### src/b85_pkg.sv
package b85_pkg;

	// Default width of the character position counters.
	localparam int POSITION_BITS_DEFAULT = 32;

	// Kind code of one result item.
	typedef enum logic [1:0] {
		KIND_BYTE  = 2'd0,
		KIND_ERROR = 2'd1,
		KIND_DONE  = 2'd2
	} kind_t;

	// What the character itself contributes to the results of its item.
	typedef enum logic [1:0] {
		HEAD_NONE,
		HEAD_ERROR,
		HEAD_BYTES
	} head_t;

	// Class of one raw character.
	typedef struct packed {
		logic       is_nul;
		logic       is_space;
		logic       is_digit;
		logic [6:0] value;
	} char_class_t;

	// Everything one accepted character hands to the result side.
	typedef struct packed {
		head_t       head;
		logic [31:0] err_pos;
		logic [31:0] word;
		logic        fin;
		logic [2:0]  fin_cnt;
		logic [31:0] fin_gv;
		logic [31:0] fin_ldi;
		logic [31:0] fin_total;
	} bundle_t;

	// Largest prefix of four digits that can still be followed by a fifth.
	localparam logic [31:0] GROUP4_MAX = 32'h0303_0303;

	// Maps a character onto the 85-symbol alphabet
	// 0-9 A-Z a-z ! # $ % & ( ) * + - ; < = > ? @ ^ _ ` { | } ~
	function automatic char_class_t classify(input logic [7:0] c);
		char_class_t r;
		r = '0;
		priority if (c == 8'd0) begin
			r.is_nul = 1'b1;
		end else if ((c >= 8'd9 && c <= 8'd13) || c == 8'd32) begin
			r.is_space = 1'b1;
		end else if (c >= 8'd48 && c <= 8'd57) begin
			r.is_digit = 1'b1;
			r.value    = 7'(c - 8'd48);
		end else if (c >= 8'd65 && c <= 8'd90) begin
			r.is_digit = 1'b1;
			r.value    = 7'(c - 8'd55);
		end else if (c >= 8'd97 && c <= 8'd122) begin
			r.is_digit = 1'b1;
			r.value    = 7'(c - 8'd61);
		end else begin
			r.is_digit = 1'b1;
			unique case (c)
				8'd33:   r.value = 7'd62;
				8'd35:   r.value = 7'd63;
				8'd36:   r.value = 7'd64;
				8'd37:   r.value = 7'd65;
				8'd38:   r.value = 7'd66;
				8'd40:   r.value = 7'd67;
				8'd41:   r.value = 7'd68;
				8'd42:   r.value = 7'd69;
				8'd43:   r.value = 7'd70;
				8'd45:   r.value = 7'd71;
				8'd59:   r.value = 7'd72;
				8'd60:   r.value = 7'd73;
				8'd61:   r.value = 7'd74;
				8'd62:   r.value = 7'd75;
				8'd63:   r.value = 7'd76;
				8'd64:   r.value = 7'd77;
				8'd94:   r.value = 7'd78;
				8'd95:   r.value = 7'd79;
				8'd96:   r.value = 7'd80;
				8'd123:  r.value = 7'd81;
				8'd124:  r.value = 7'd82;
				8'd125:  r.value = 7'd83;
				8'd126:  r.value = 7'd84;
				default: r.is_digit = 1'b0;
			endcase
		end
		return r;
	endfunction

endpackage

### src/b85_front.sv
module b85_front #(
	parameter int POSITION_BITS = 32
) (
	input  logic             clk,
	input  logic             arst_n,
	input  logic             cfg_we,
	input  logic             cfg_wdata,
	input  logic             text_valid,
	output logic             text_ready,
	input  logic [7:0]       text_char,
	input  logic             end_of_text,
	input  logic             bundle_ready,
	output logic             push,
	output b85_pkg::bundle_t bundle
);
	import b85_pkg::*;

	// Input register.
	logic                     valid_s1;
	logic [7:0]               char_s1;
	logic                     eot_s1;

	// Message state.
	logic                     stop_q;
	logic [31:0]              gv_q;
	logic [2:0]               cnt_q;
	logic [POSITION_BITS-1:0] char_idx_q;
	logic [POSITION_BITS-1:0] ldi_q;
	logic [31:0]              bytes_q;
	logic                     disc_q;

	// Next-state values and decode results.
	char_class_t              cls;
	logic                     nul_term;
	logic                     ends;
	logic [POSITION_BITS-1:0] idx_inc;
	logic [38:0]              mul85;
	logic [33:0]              acc5;
	logic [31:0]              gv_d;
	logic [2:0]               cnt_d;
	logic [POSITION_BITS-1:0] idx_d;
	logic [POSITION_BITS-1:0] ldi_d;
	logic                     disc_d;
	logic [2:0]               inc;
	logic [32:0]              total_sum;
	logic [31:0]              total_sat;
	logic                     has_res;
	logic                     advance;
	head_t                    head_c;
	logic [31:0]              err_pos_c;
	logic                     fin_c;

	// Positions wider than the result field saturate at all ones.
	function automatic logic [31:0] clip_pos(input logic [POSITION_BITS-1:0] p);
		logic [POSITION_BITS+31:0] w;
		w = {32'b0, p};
		return (|w[POSITION_BITS+31:32]) ? '1 : w[31:0];
	endfunction

	// One character moves on once the result side can take its results.
	assign advance    = valid_s1 && (bundle_ready || !has_res);
	assign push       = advance && has_res;
	assign text_ready = !valid_s1 || advance;

	always_ff @(posedge clk or negedge arst_n) begin
		if (!arst_n) begin
			valid_s1 <= 1'b0;
		end else if (text_ready) begin
			valid_s1 <= text_valid;
		end
	end

	always_ff @(posedge clk) begin
		if (text_ready && text_valid) begin
			char_s1 <= text_char;
			eot_s1  <= end_of_text;
		end
	end

	// Group arithmetic: one multiply by 85 shared by the digit and the group paths.
	assign cls      = classify(char_s1);
	assign nul_term = cls.is_nul && stop_q;
	assign ends     = eot_s1 || nul_term;
	assign idx_inc  = (char_idx_q == '1) ? char_idx_q : char_idx_q + 1'b1;
	assign mul85    = 39'(gv_q) * 39'(85);
	assign acc5     = mul85[33:0] + 34'(cls.value);

	always_comb begin
		gv_d      = gv_q;
		cnt_d     = cnt_q;
		idx_d     = char_idx_q;
		ldi_d     = ldi_q;
		disc_d    = disc_q;
		inc       = 3'd0;
		head_c    = HEAD_NONE;
		err_pos_c = '0;
		fin_c     = 1'b0;
		if (!disc_q) begin
			idx_d = idx_inc;
			if (nul_term || cls.is_space) begin
				// Terminator or whitespace: no digit.
			end else if (!cls.is_digit) begin
				head_c    = HEAD_ERROR;
				err_pos_c = clip_pos(idx_inc);
				disc_d    = 1'b1;
			end else if (cnt_q < 3'd4) begin
				ldi_d = idx_inc;
				gv_d  = acc5[31:0];
				cnt_d = cnt_q + 3'd1;
			end else if (gv_q > GROUP4_MAX) begin
				head_c    = HEAD_ERROR;
				err_pos_c = clip_pos(ldi_q);
				disc_d    = 1'b1;
			end else if (|acc5[33:32]) begin
				head_c    = HEAD_ERROR;
				err_pos_c = clip_pos(idx_inc);
				disc_d    = 1'b1;
			end else begin
				head_c = HEAD_BYTES;
				gv_d   = '0;
				cnt_d  = 3'd0;
				inc    = 3'd4;
			end
			fin_c = ends && !disc_d;
			// A short final group adds one byte fewer than it has digits.
			if (fin_c && cnt_d >= 3'd2) begin
				inc = cnt_d - 3'd1;
			end
		end
	end

	assign total_sum = {1'b0, bytes_q} + 33'(inc);
	assign total_sat = total_sum[32] ? '1 : total_sum[31:0];
	assign has_res   = (head_c != HEAD_NONE) || fin_c;

	// Bundle fields in declaration order: head, err_pos, word, fin, fin_cnt, fin_gv,
	// fin_ldi, fin_total.
	assign bundle = {head_c, err_pos_c, acc5[31:0], fin_c, cnt_d, gv_d, clip_pos(ldi_d),
		total_sat};

	// Configuration register.
	always_ff @(posedge clk or negedge arst_n) begin
		if (!arst_n) begin
			stop_q <= 1'b0;
		end else if (cfg_we) begin
			stop_q <= cfg_wdata;
		end
	end

	// Message state; the end of a message returns everything to zero.
	always_ff @(posedge clk or negedge arst_n) begin
		if (!arst_n) begin
			gv_q       <= '0;
			cnt_q      <= '0;
			char_idx_q <= '0;
			ldi_q      <= '0;
			bytes_q    <= '0;
			disc_q     <= 1'b0;
		end else if (advance) begin
			if (ends) begin
				gv_q       <= '0;
				cnt_q      <= '0;
				char_idx_q <= '0;
				ldi_q      <= '0;
				bytes_q    <= '0;
				disc_q     <= 1'b0;
			end else begin
				gv_q       <= gv_d;
				cnt_q      <= cnt_d;
				char_idx_q <= idx_d;
				ldi_q      <= ldi_d;
				bytes_q    <= total_sat;
				disc_q     <= disc_d;
			end
		end
	end

endmodule

### src/b85_emit.sv
module b85_emit (
	input  logic             clk,
	input  logic             arst_n,
	input  logic             push,
	input  b85_pkg::bundle_t bundle,
	output logic             bundle_ready,
	input  logic             result_ready,
	output logic             result_valid,
	output logic [1:0]       result_kind,
	output logic [7:0]       data_byte,
	output logic [31:0]      error_position,
	output logic [31:0]      byte_total,
	output logic             run_end
);
	import b85_pkg::*;

	// Held bundle and the index of the next result to send.
	logic        bvalid_q;
	bundle_t     b_q;
	logic [2:0]  idx_q;

	// Output register.
	logic        out_valid_q;
	kind_t       kind_q;
	logic [7:0]  byte_q;
	logic [31:0] pos_q;
	logic [31:0] total_q;
	logic        end_q;

	// Final group decode.
	logic [19:0] mult;
	logic [33:0] pad;
	logic [23:0] low_mask;
	logic [23:0] thr;
	logic [51:0] prod;
	logic [33:0] padded;
	logic [23:0] low_r;
	logic        tail_group;
	logic        tail_fail;
	logic [2:0]  tail_bytes;

	// Sequencing.
	logic [2:0]  head_n;
	logic [2:0]  fin_n;
	logic [2:0]  res_n;
	logic [2:0]  j;
	logic        last;
	logic        load;
	kind_t       cur_kind;
	logic [7:0]  cur_byte;
	logic [31:0] cur_pos;
	logic [31:0] cur_total;

	// Scale the short group up to five digits; the pad fills the dropped bytes.
	always_comb begin
		unique case (b_q.fin_cnt)
			3'd2: begin
				mult     = 20'd614125;
				pad      = 34'h0_00FF_FFFF;
				low_mask = 24'hFF_FFFF;
				thr      = 24'd16163091;
			end
			3'd3: begin
				mult     = 20'd7225;
				pad      = 34'h0_0000_FFFF;
				low_mask = 24'h00_FFFF;
				thr      = 24'd58311;
			end
			3'd4: begin
				mult     = 20'd85;
				pad      = 34'h0_0000_00FF;
				low_mask = 24'h00_00FF;
				thr      = 24'd171;
			end
			default: begin
				mult     = 20'd0;
				pad      = '0;
				low_mask = '0;
				thr      = '0;
			end
		endcase
	end

	// The group is canonical when rounding up to whole bytes stays inside its last digit.
	assign prod       = 52'(b_q.fin_gv) * 52'(mult);
	assign padded     = prod[33:0] + pad;
	assign low_r      = prod[23:0] & low_mask;
	assign tail_group = b_q.fin_cnt >= 3'd2;
	assign tail_fail  = (b_q.fin_cnt == 3'd1) ||
		(tail_group && ((|padded[33:32]) || (low_r != '0 && low_r <= thr)));
	assign tail_bytes = tail_group ? b_q.fin_cnt - 3'd1 : 3'd0;

	// Number of results held and which one is next.
	always_comb begin
		unique case (b_q.head)
			HEAD_BYTES: head_n = 3'd4;
			HEAD_ERROR: head_n = 3'd1;
			default:    head_n = 3'd0;
		endcase
		if (!b_q.fin) begin
			fin_n = 3'd0;
		end else if (tail_fail) begin
			fin_n = 3'd1;
		end else begin
			fin_n = tail_bytes + 3'd1;
		end
	end

	assign res_n = head_n + fin_n;
	assign j     = idx_q - head_n;
	assign last  = idx_q == res_n - 3'd1;

	// Select the next result.
	always_comb begin
		cur_kind  = KIND_BYTE;
		cur_byte  = '0;
		cur_pos   = '0;
		cur_total = '0;
		if (idx_q < head_n) begin
			if (b_q.head == HEAD_ERROR) begin
				cur_kind = KIND_ERROR;
				cur_pos  = b_q.err_pos;
			end else begin
				unique case (idx_q[1:0])
					2'd0: cur_byte = b_q.word[31:24];
					2'd1: cur_byte = b_q.word[23:16];
					2'd2: cur_byte = b_q.word[15:8];
					2'd3: cur_byte = b_q.word[7:0];
				endcase
			end
		end else if (tail_fail) begin
			cur_kind = KIND_ERROR;
			cur_pos  = b_q.fin_ldi;
		end else if (j < tail_bytes) begin
			unique case (j[1:0])
				2'd0:    cur_byte = padded[31:24];
				2'd1:    cur_byte = padded[23:16];
				default: cur_byte = padded[15:8];
			endcase
		end else begin
			cur_kind  = KIND_DONE;
			cur_total = b_q.fin_total;
		end
	end

	assign load         = bvalid_q && (!out_valid_q || result_ready);
	assign bundle_ready = !bvalid_q || (load && last);

	always_ff @(posedge clk or negedge arst_n) begin
		if (!arst_n) begin
			bvalid_q <= 1'b0;
			idx_q    <= '0;
		end else if (push) begin
			bvalid_q <= 1'b1;
			idx_q    <= '0;
		end else if (load) begin
			if (last) begin
				bvalid_q <= 1'b0;
			end
			idx_q <= idx_q + 3'd1;
		end
	end

	always_ff @(posedge clk) begin
		if (push) begin
			b_q <= bundle;
		end
	end

	// Output register: a result waits here until its transfer.
	always_ff @(posedge clk or negedge arst_n) begin
		if (!arst_n) begin
			out_valid_q <= 1'b0;
		end else if (load) begin
			out_valid_q <= 1'b1;
		end else if (result_ready) begin
			out_valid_q <= 1'b0;
		end
	end

	always_ff @(posedge clk) begin
		if (load) begin
			kind_q  <= cur_kind;
			byte_q  <= cur_byte;
			pos_q   <= cur_pos;
			total_q <= cur_total;
			end_q   <= last;
		end
	end

	assign result_valid   = out_valid_q;
	assign result_kind    = kind_q;
	assign data_byte      = byte_q;
	assign error_position = pos_q;
	assign byte_total     = total_q;
	assign run_end        = end_q;

endmodule

### src/base85_stream_decoder_unit.sv
// Channel  | Handshake                   | Payload
// ---------+-----------------------------+-----------------------------------------------
// text     | text_valid / text_ready     | text_char, end_of_text
// result   | result_valid / result_ready | result_kind, data_byte, error_position,
//          |                             | byte_total, run_end
// config   | cfg_we (no wait)            | cfg_wdata (stop_at_nul)
//
// A character passes an input register, the decode and group arithmetic, a result
// bundle register and an output register before its first result is offered.
// While the result side is ready, characters that give at most one result go through
// at one per cycle, and a character that gives n results holds the result side until
// all n are sent, one result per cycle.
// Reset clears all state at once; there is no clearing pass.
// A stalled result side backs up through the bundle register into text_ready.
module base85_stream_decoder_unit #(
	parameter int POSITION_BITS = b85_pkg::POSITION_BITS_DEFAULT
) (
	input  logic        clk,
	input  logic        arst_n,
	input  logic        cfg_we,
	input  logic        cfg_wdata,
	input  logic        text_valid,
	output logic        text_ready,
	input  logic [7:0]  text_char,
	input  logic        end_of_text,
	output logic        result_valid,
	input  logic        result_ready,
	output logic [1:0]  result_kind,
	output logic [7:0]  data_byte,
	output logic [31:0] error_position,
	output logic [31:0] byte_total,
	output logic        run_end
);
	import b85_pkg::*;

	logic    push;
	logic    bundle_ready;
	bundle_t bundle;

	// Character decode and message state.
	b85_front #(
		.POSITION_BITS(POSITION_BITS)
	) u_front (
		.clk         (clk),
		.arst_n      (arst_n),
		.cfg_we      (cfg_we),
		.cfg_wdata   (cfg_wdata),
		.text_valid  (text_valid),
		.text_ready  (text_ready),
		.text_char   (text_char),
		.end_of_text (end_of_text),
		.bundle_ready(bundle_ready),
		.push        (push),
		.bundle      (bundle)
	);

	// Result sequencing and the final group check.
	b85_emit u_emit (
		.clk           (clk),
		.arst_n        (arst_n),
		.push          (push),
		.bundle        (bundle),
		.bundle_ready  (bundle_ready),
		.result_ready  (result_ready),
		.result_valid  (result_valid),
		.result_kind   (result_kind),
		.data_byte     (data_byte),
		.error_position(error_position),
		.byte_total    (byte_total),
		.run_end       (run_end)
	);

	// A done result always closes the results of its character.
	a_done_last: assert property (@(posedge clk) disable iff (!arst_n)
		result_valid && result_kind == KIND_DONE |-> run_end)
		else $error("done result not marked as the last of its character");

	// An error result always closes the results of its character.
	a_error_last: assert property (@(posedge clk) disable iff (!arst_n)
		result_valid && result_kind == KIND_ERROR |-> run_end)
		else $error("error result not marked as the last of its character");

	// Results of one character follow each other without a gap.
	a_no_gap: assert property (@(posedge clk) disable iff (!arst_n)
		result_valid && result_ready && !run_end |=> result_valid)
		else $error("gap inside the results of one character");

endmodule

### config.mk
export PLATFORM = sky130hd
export DESIGN_NAME = base85_stream_decoder_unit
export DESIGN_NICKNAME = d
export VERILOG_FILES = /design/src/b85_pkg.sv /design/src/b85_front.sv /design/src/b85_emit.sv /design/src/base85_stream_decoder_unit.sv
export SDC_FILE = /design/constraint.sdc
export NUM_CORES = 2
export LEC_CHECK = 0
export BUFFER_PORTS_ARGS = -buffer_cell sky130_fd_sc_hd__buf_2
export CAP_MARGIN = 30
export CORE_ASPECT_RATIO = 1.5
export CORE_UTILIZATION = 50
export DETAILED_ROUTE_END_ITERATION = 16
export PLACE_DENSITY = 0.81
export SETUP_SLACK_MARGIN = 0.4
export SLEW_MARGIN = 0
export SYNTH_ARGS = -nofsm -noshare
export SYNTH_HDL_FRONTEND = slang
export SYNTH_SLANG_ARGS = --single-unit
### constraint.sdc
create_clock -name clk -period 19.3 [get_ports clk]
set_input_delay 1.93 -clock clk [delete_from_list [all_inputs] [get_ports clk]]
set_output_delay 1.93 -clock clk [all_outputs]
set_load 0.05 [all_outputs]
# Yosys cells after proc, flatten, opt, wreduce, memory -nomap -nowiden

Cells that the tools add are included.

Bits in registers: 389
Latch bits: 0
Bits in writable memories: 0
ROM bits: 0
Bits of input ports: 15
Output and inout port bits: 77
Logic and storage cells: 228
Memories kept: 0

Add/sub/neg operators: 15
$mul: 2
Divide/modulo/power cells: 0
Order comparisons: 15
Equality and inequality tests: 37
Shift operators: 0
Multiplexer cells: 88
Bitwise operators: 1
Reduce and logical (&&, ||, !) cells: 44

Operators with widths:

| operator                | number |
|---|---|
| $mux W32                | 24 |
| $pmux W24 S3            | 3 |
| $pmux W7 S23            | 1 |
| $eq A8 B6 Y1 const B    | 16 |
| $eq A8 B7 Y1 const B    | 8 |
| $mux W8                 | 8 |
| $mux W3                 | 20 |
| $pmux W20 S3            | 1 |
| $add A34 B24 Y34        | 1 |
| $add A34 B7 Y34         | 1 |
| $mul A32 B20 Y34        | 1 |
| $mul A32 B7 Y34 const B | 1 |
| $add A32 B3 Y33         | 1 |
| $add A32 B1 Y32 const B | 1 |
| $eq A32 B32 Y1 const B  | 1 |
| $gt A32 B26 Y1 const B  | 1 |
| $pmux W8 S4             | 1 |
| $and A24 B24 Y24        | 1 |
| $le A24 B24 Y1          | 1 |
| $reduce_bool A24 Y1     | 1 |
| $reduce_or A23 Y1       | 1 |
| $sub A7 B6 Y7 const B   | 3 |
| $mux W1                 | 18 |
| $mux W2                 | 9 |
| other kinds (32)        | 78 |

# Logic depth before layout (Yosys ltp)

Depth in word-level cells: 26
Gate-level depth with buffers: 56
Gate-level depth less buffers: 51

# Hierarchy

A second synthesis with hierarchy kept.

Cells, all modules: 3,620
Area total of the unflattened synthesis: 35,566.6 um^2

Modules (own cells, without submodules):

| module    | times used | cells an instance | area an instance (um^2) | seq. area each (um^2) |
|---|---|---|---|---|
| b85_emit  | 1          | 1,998             | 21,973.6                | 7,362.1 |
| b85_front | 1          | 1,622             | 13,593.0                | 3,623.5 |

# Least setup slack after synthesis

No wires, ideal clock.

Kind: register -> register
Start: register u_emit.b_q[96] (netlist bit)
End: register u_emit.b_q[0] (netlist bit), enable pin
Setup time: 0.719 ns
Data arrival time: 17.626 ns
Data required time: 18.581 ns
Setup slack: 0.955 ns
Cell stages (with the launch flop): 46
Path buffers: 4
Clock period less this slack: 18.345 ns
Cell sequence: edfxtp_1 > inv_1 > ha_1 > clkbuf_1 > nor2b_1 > clkbuf_1 > clkbuf_1 > and2_1 > fa_1 > inv_1 > fa_1 > fa_1 > inv_1 > fa_1 > fa_1 > fa_1 > inv_1 > fa_1 > (+10 left out) > a21oi_1 > o21ai_0 > a21oi_1 > nor3_2 > nand4_1 > o211a_1 > o21ai_0 > inv_1 > nand2_1 > nand2_1 > ha_1 > inv_1 > ha_1 > xnor2_1 > xnor2_1 > xnor2_2 > o21a_1 > nor2b_1

Cells in the longest elaborated chain, start to end: 19
Elaborated cells on any way between the ends: 32
Classes of those cells: add/sub: 5; mul: 1; order compare: 2; eq/ne: 5; mux: 7; bitwise: 1; reduce/logical: 11

RTL lines:

| what                                                     | RTL line                         | RTL |
|---|---|---|
| from (decl)                                              | b85_emit.sv:19                   | `bundle_t b_q;` |
| from (signal assigned)                                   | b85_emit.sv:166                  | `b_q <= bundle;` |
| branches (longest 9 deep; another with $mul A32 B20 Y34) | n/a                              |  |
| $mux W3 (*)                                              | b85_emit.sv:102                  | `end else if (tail_fail) begin` |
| $mux W3 (*)                                              | b85_emit.sv:100                  | `if (!b_q.fin) begin` |
| $add A3 B3 Y3 (*)                                        | b85_emit.sv:109                  | `assign res_n = head_n + fin_n;` |
| $sub A3 B1 Y3 (*)                                        | b85_emit.sv:111                  | `assign last = idx_q == res_n - 3'd1;` |
| $eq A3 B3 Y1 (*)                                         | b85_emit.sv:111                  |  |
| $logic_and A1 B1 Y1 (*)                                  | b85_emit.sv:147                  | `assign bundle_ready = !bvalid_q \|\| (load && last);` |
| $logic_or A1 B1 Y1 (*)                                   | b85_emit.sv:147                  |  |
| $logic_or A1 B1 Y1 (*)                                   | b85_front.sv:61                  | `assign advance = valid_s1 && (bundle_ready \|\| !has_res);` |
| $logic_and A1 B1 Y1 (*)                                  | b85_front.sv:61                  |  |
| $logic_and A1 B1 Y1 (*)                                  | b85_front.sv:62                  | `assign push = advance && has_res;` |
| via push                                                 | base85_stream_decoder_unit.sv:36 | `logic push;` |

Mark *: on every way through the listed nets, which the timed path passes.
A chain may end at the register's enable or synchronous reset.

# Worst setup path after layout

Start: register u_emit.b_q[96] (netlist bit)
End: output text_ready

Cells in the longest elaborated chain, start to end: 19
Elaborated cells on any way between the ends: 32
Classes of those cells: add/sub: 5; mul: 1; order compare: 2; eq/ne: 5; mux: 7; bitwise: 1; reduce/logical: 11

RTL lines:

| what                                                     | RTL line                         | RTL |
|---|---|---|
| branches (longest 9 deep; another with $mul A32 B20 Y34) | n/a                              |  |
| $mux W3 (*)                                              | b85_emit.sv:102                  |  |
| $mux W3 (*)                                              | b85_emit.sv:100                  |  |
| $add A3 B3 Y3 (*)                                        | b85_emit.sv:109                  |  |
| $sub A3 B1 Y3 (*)                                        | b85_emit.sv:111                  |  |
| $eq A3 B3 Y1 (*)                                         | b85_emit.sv:111                  |  |
| $logic_and A1 B1 Y1 (*)                                  | b85_emit.sv:147                  |  |
| $logic_or A1 B1 Y1 (*)                                   | b85_emit.sv:147                  |  |
| $logic_or A1 B1 Y1 (*)                                   | b85_front.sv:61                  |  |
| $logic_and A1 B1 Y1 (*)                                  | b85_front.sv:61                  |  |
| $logic_or A1 B1 Y1 (*)                                   | b85_front.sv:63                  | `assign text_ready = !valid_s1 \|\| advance;` |
| to (decl)                                                | base85_stream_decoder_unit.sv:23 | `output logic text_ready,` |

Every way passes the cells marked *.

==> PnR_summary.wiki <==
{| class="wikitable"
! Metric !! Value
|-
| Number of nets with antenna violations after detailed routing || 0
|-
| Core Box Area || 70300 µm²
|-
| CTS Sinks || around 390
|-
| Origin of the worst setup path || u_emit.b_q[96]
|-
| Bufs on Longest Clock Path || 3
|-
| Count of endpoints failing hold in the final timing report || 0
|-
| Layout cell share with drive strength beyond 1 || roughly 6.6%
|-
| Critical-path top delay cell || inv_1
|-
| Total Routing Usage GR || a little over a quarter
|-
| EDFF count, synth || between 200 and 300
|-
| Count of synthesis-stage warnings from yosys || 0
|-
| Overflow left after global routing || 0
|-
| Maximum number of pins on one net before global-route repair || 79
|-
| Critical Setup Path Class || reg2out
|-
| Synthesized flop and latch total || around 400
|-
| 1st-iter DRT viols || approximately 1900
|-
| Hold buffer count at CTS || 0
|-
| TritonCTS clock tree || done
|-
| CP dominant cell by count || inv_1
|-
| Post-synth ARST share || a little over a third
|-
| Net count of the mapped netlist || roughly 4300
|-
| CP Max Fanout || 36
|-
| Total wire length || 94000 µm
|-
| Wire length per cell || 20.7 µm
|-
| Largest stage delay on the critical path || between 0.5 and 0.6 ns
|-
| Total count of max-transition violations in the final report || 0
|-
| Die Footprint || between 70000 and 80000 µm²
|-
| Worst slew margin || between 30 and 40%
|-
| RR Startpoint || u_emit.b_q[96]
|-
| Syn avg cell area || 9.89 µm²
|-
| Worst setup SP type || flip-flop
|-
| Run status || finished clean
|-
| Num ports || just over 90
|-
| Buffers on Ports || 91
|-
| Number of antenna repair diodes || 0
|-
| Final worst clock skew || roughly 0.012 ns
|-
| First-pass DRT Iterations || 6
|-
| Unrepaired setup endpoints after global routing || false
|-
| Postcts setup bufs || 0
|-
| Post-detailed-route via-to-cell ratio || 5.87
|-
| Cell variety after synth || 87
|-
| Setup TNS after final layout || 0 ns
|-
| Portion of the post-synthesis area used by sequential elements || slightly above 30%
|-
| Weighted congestion at the end of routability-driven global placement || between 0.9 and 1
|-
| Row count || between 100 and 150
|-
| Final nets || approximately 4300
|-
| Clk slew on worst S/H paths || roughly 0.080 ns
|-
| Post-route fraction of the period consumed by the critical path || 76.6%
|-
| Via count of the first global-routing pass || 27800
|-
| Clock period minus worst slack || 14.79 ns
|-
| Die Width || ~220 µm
|-
| Depth of the CTS H-tree || 1
|-
| Total of cells resized after clock tree synthesis || 0
|-
| Netlist area before placement || roughly 36000 µm²
|-
| Detailed-placement wirelength estimate || just over 70000 µm
|-
| Cell count after synthesis || roughly 3600
|-
| Initial Utilization || approximately half
|-
| Clock buffers created by TritonCTS || 31
|-
| Slew at the pin closest to its max-slew limit || between 0.9 and 1 ns
|-
| CTS root buffer || clkbuf_16
|-
| Req. time, crit path || 17.37 ns
|-
| DRC violation count after routing || 0
|-
| Dominant synthesized flop cell || edfxtp_1
|-
| Clock network latency to the later pin of the worst-skew pair || slightly above 0.6 ns
|-
| Count of fill cells added during filler insertion || ~6000
|-
| Number of antenna violations at the first check in global routing || 0
|-
| Data arrival time of the worst path || approximately 13 ns
|-
| Die Ht || 329 µm
|-
| Tightest Hold Check Type || reg2reg
|-
| # Max-Cap Violations || 0
|-
| Total number of vias || between 20000 and 30000
|-
| Area delta synth->final || 6.67%
|-
| Final setup fails || 0
|-
| First-pass GRT wire length || between 150000 and 200000 µm
|-
| Endpoint class of the critical path || output pin
|-
| Highest achievable clock rate || between 0.06 and 0.07 GHz
|-
| Beginning of the worst hold path || u_front.bytes_q[2]
|}
[per-layer routing]
metal	up-vias	share of wire, %	track usage (%)
met5	-	0	0
met3	372	5.0	2.57
li1	12100	-	-
met2	1036	53	49.1
met1	13100	34	28.6
met4	0	8.1	19.4
[logic make-up (layout without fill, tap and decap cells)]
kind of cell	count (synthesis)	count (layout)	share of synthesized area, %
AND/OR/NAND/NOR	843	843	11.6
buffers and inverters	806	836	8.69
AO/OA/AOI/OAI	696	696	13.7
adder cells (fa/ha/maj)	659	659	30.0
flip-flops	389	389	30.9
XOR/XNOR	175	175	4.37
multiplexers	25	25	0.736
[worst max-delay path, delay by kind of cell, from the launching register on]
kind / cells / cell delay, ns
adder cells (fa/ha/maj): 12 / 5.04
AND/OR/NAND/NOR: 11 / 2.21
buffers and inverters: 11 / 2.07
AO/OA/AOI/OAI: 6 / 1.63
XOR/XNOR: 4 / 0.80
flip-flops: 1 / 0.43
[cell usage in the layout (no fill, tap or decap), types with 53 or more instances in the layout]
cell type / n
and3_1: 56
dfrtp_1: 138
nand3_1: 56
a22o_1: 79
buf_2: 91
inv_1: 655
a21oi_1: 145
edfxtp_1: 250
ha_1: 339
xnor2_1: 120
nand2_1: 309
fa_1: 320
xor2_1: 53
and2_1: 83
nor2_1: 136
o21ai_0: 108
[per-stage QoR]
stage                     cells  instance area [µm²]  hold slack [ns]  utilization (%)  setup slack (ns)
after detailed placement   4472                36800            0.498             52.4              5.25
after global routing       4530                37900            0.541             53.9              3.79
after global placement     4467                36700            0.482             52.3              5.23
after floorplan            3593                35500            0.465                -             0.955
after CTS                  4530                37900            0.520             53.9              4.53
final                      4530                37900            0.517             53.9              4.51
[flip-flops by register name, summed over array words and instances, names as in the netlist, 2 cells and up]
register,cells
u_emit.b_q,166
u_front.cnt_q,3
u_emit.byte_total,32
u_emit.data_byte,8
u_emit.error_position,32
u_emit.result_kind,2
u_front.bytes_q,32
u_front.gv_q,32
u_front.char_idx_q,32
u_front.ldi_q,32
u_front.char_s1,8
u_emit.idx_q,3
[cell usage after synthesis (all sizes together) (44+ instances only)]
cell       n  area share [%]
nand2b    48            0.85
o2bb2ai   44             1.1
fa       320              18
ha       339              12
and3      56            0.99
edfxtp   250              21
o21ai    113             1.6
xor2      53             1.3
nand3     59            0.92
xnor2    121             3.0
inv      656             6.9
and2      86             1.5
dfrtp    139             9.8
nand2    310             3.3
clkbuf   119             1.3
a22o      79             1.9
a21oi    146             2.1
nor2     141             1.5
[layout make-up]
cell class,instances,area (µm²),share of cell area (%)
Tap cell,907,1130,2.99
Inverter,656,2460,6.50
Timing Repair Buffer,122,732,1.93
Clock buffer,36,856,2.26
Sequential cell,389,11000,29.0
Clock inverter,22,229,0.604
Multi-Input combinational cell,2398,21500,56.7
[worst paths after layout]
kind                                             to  depth (start not counted)  slack [ns]
worst max-delay path                     text_ready                         44        4.51
worst min-delay path             u_front.bytes_q[2]                          1        0.52
worst max register to register      u_front.gv_q[6]                         46        5.68
worst min register to register   u_front.bytes_q[2]                          1        0.52
max in group asynchronous       u_front.bytes_q[15]                          2       16.52
min in group asynchronous         u_front.ldi_q[18]                          1        1.35
Power is not shown: default switching activity piles up to over one toggle a cycle in this logic, so the estimate is an artifact.
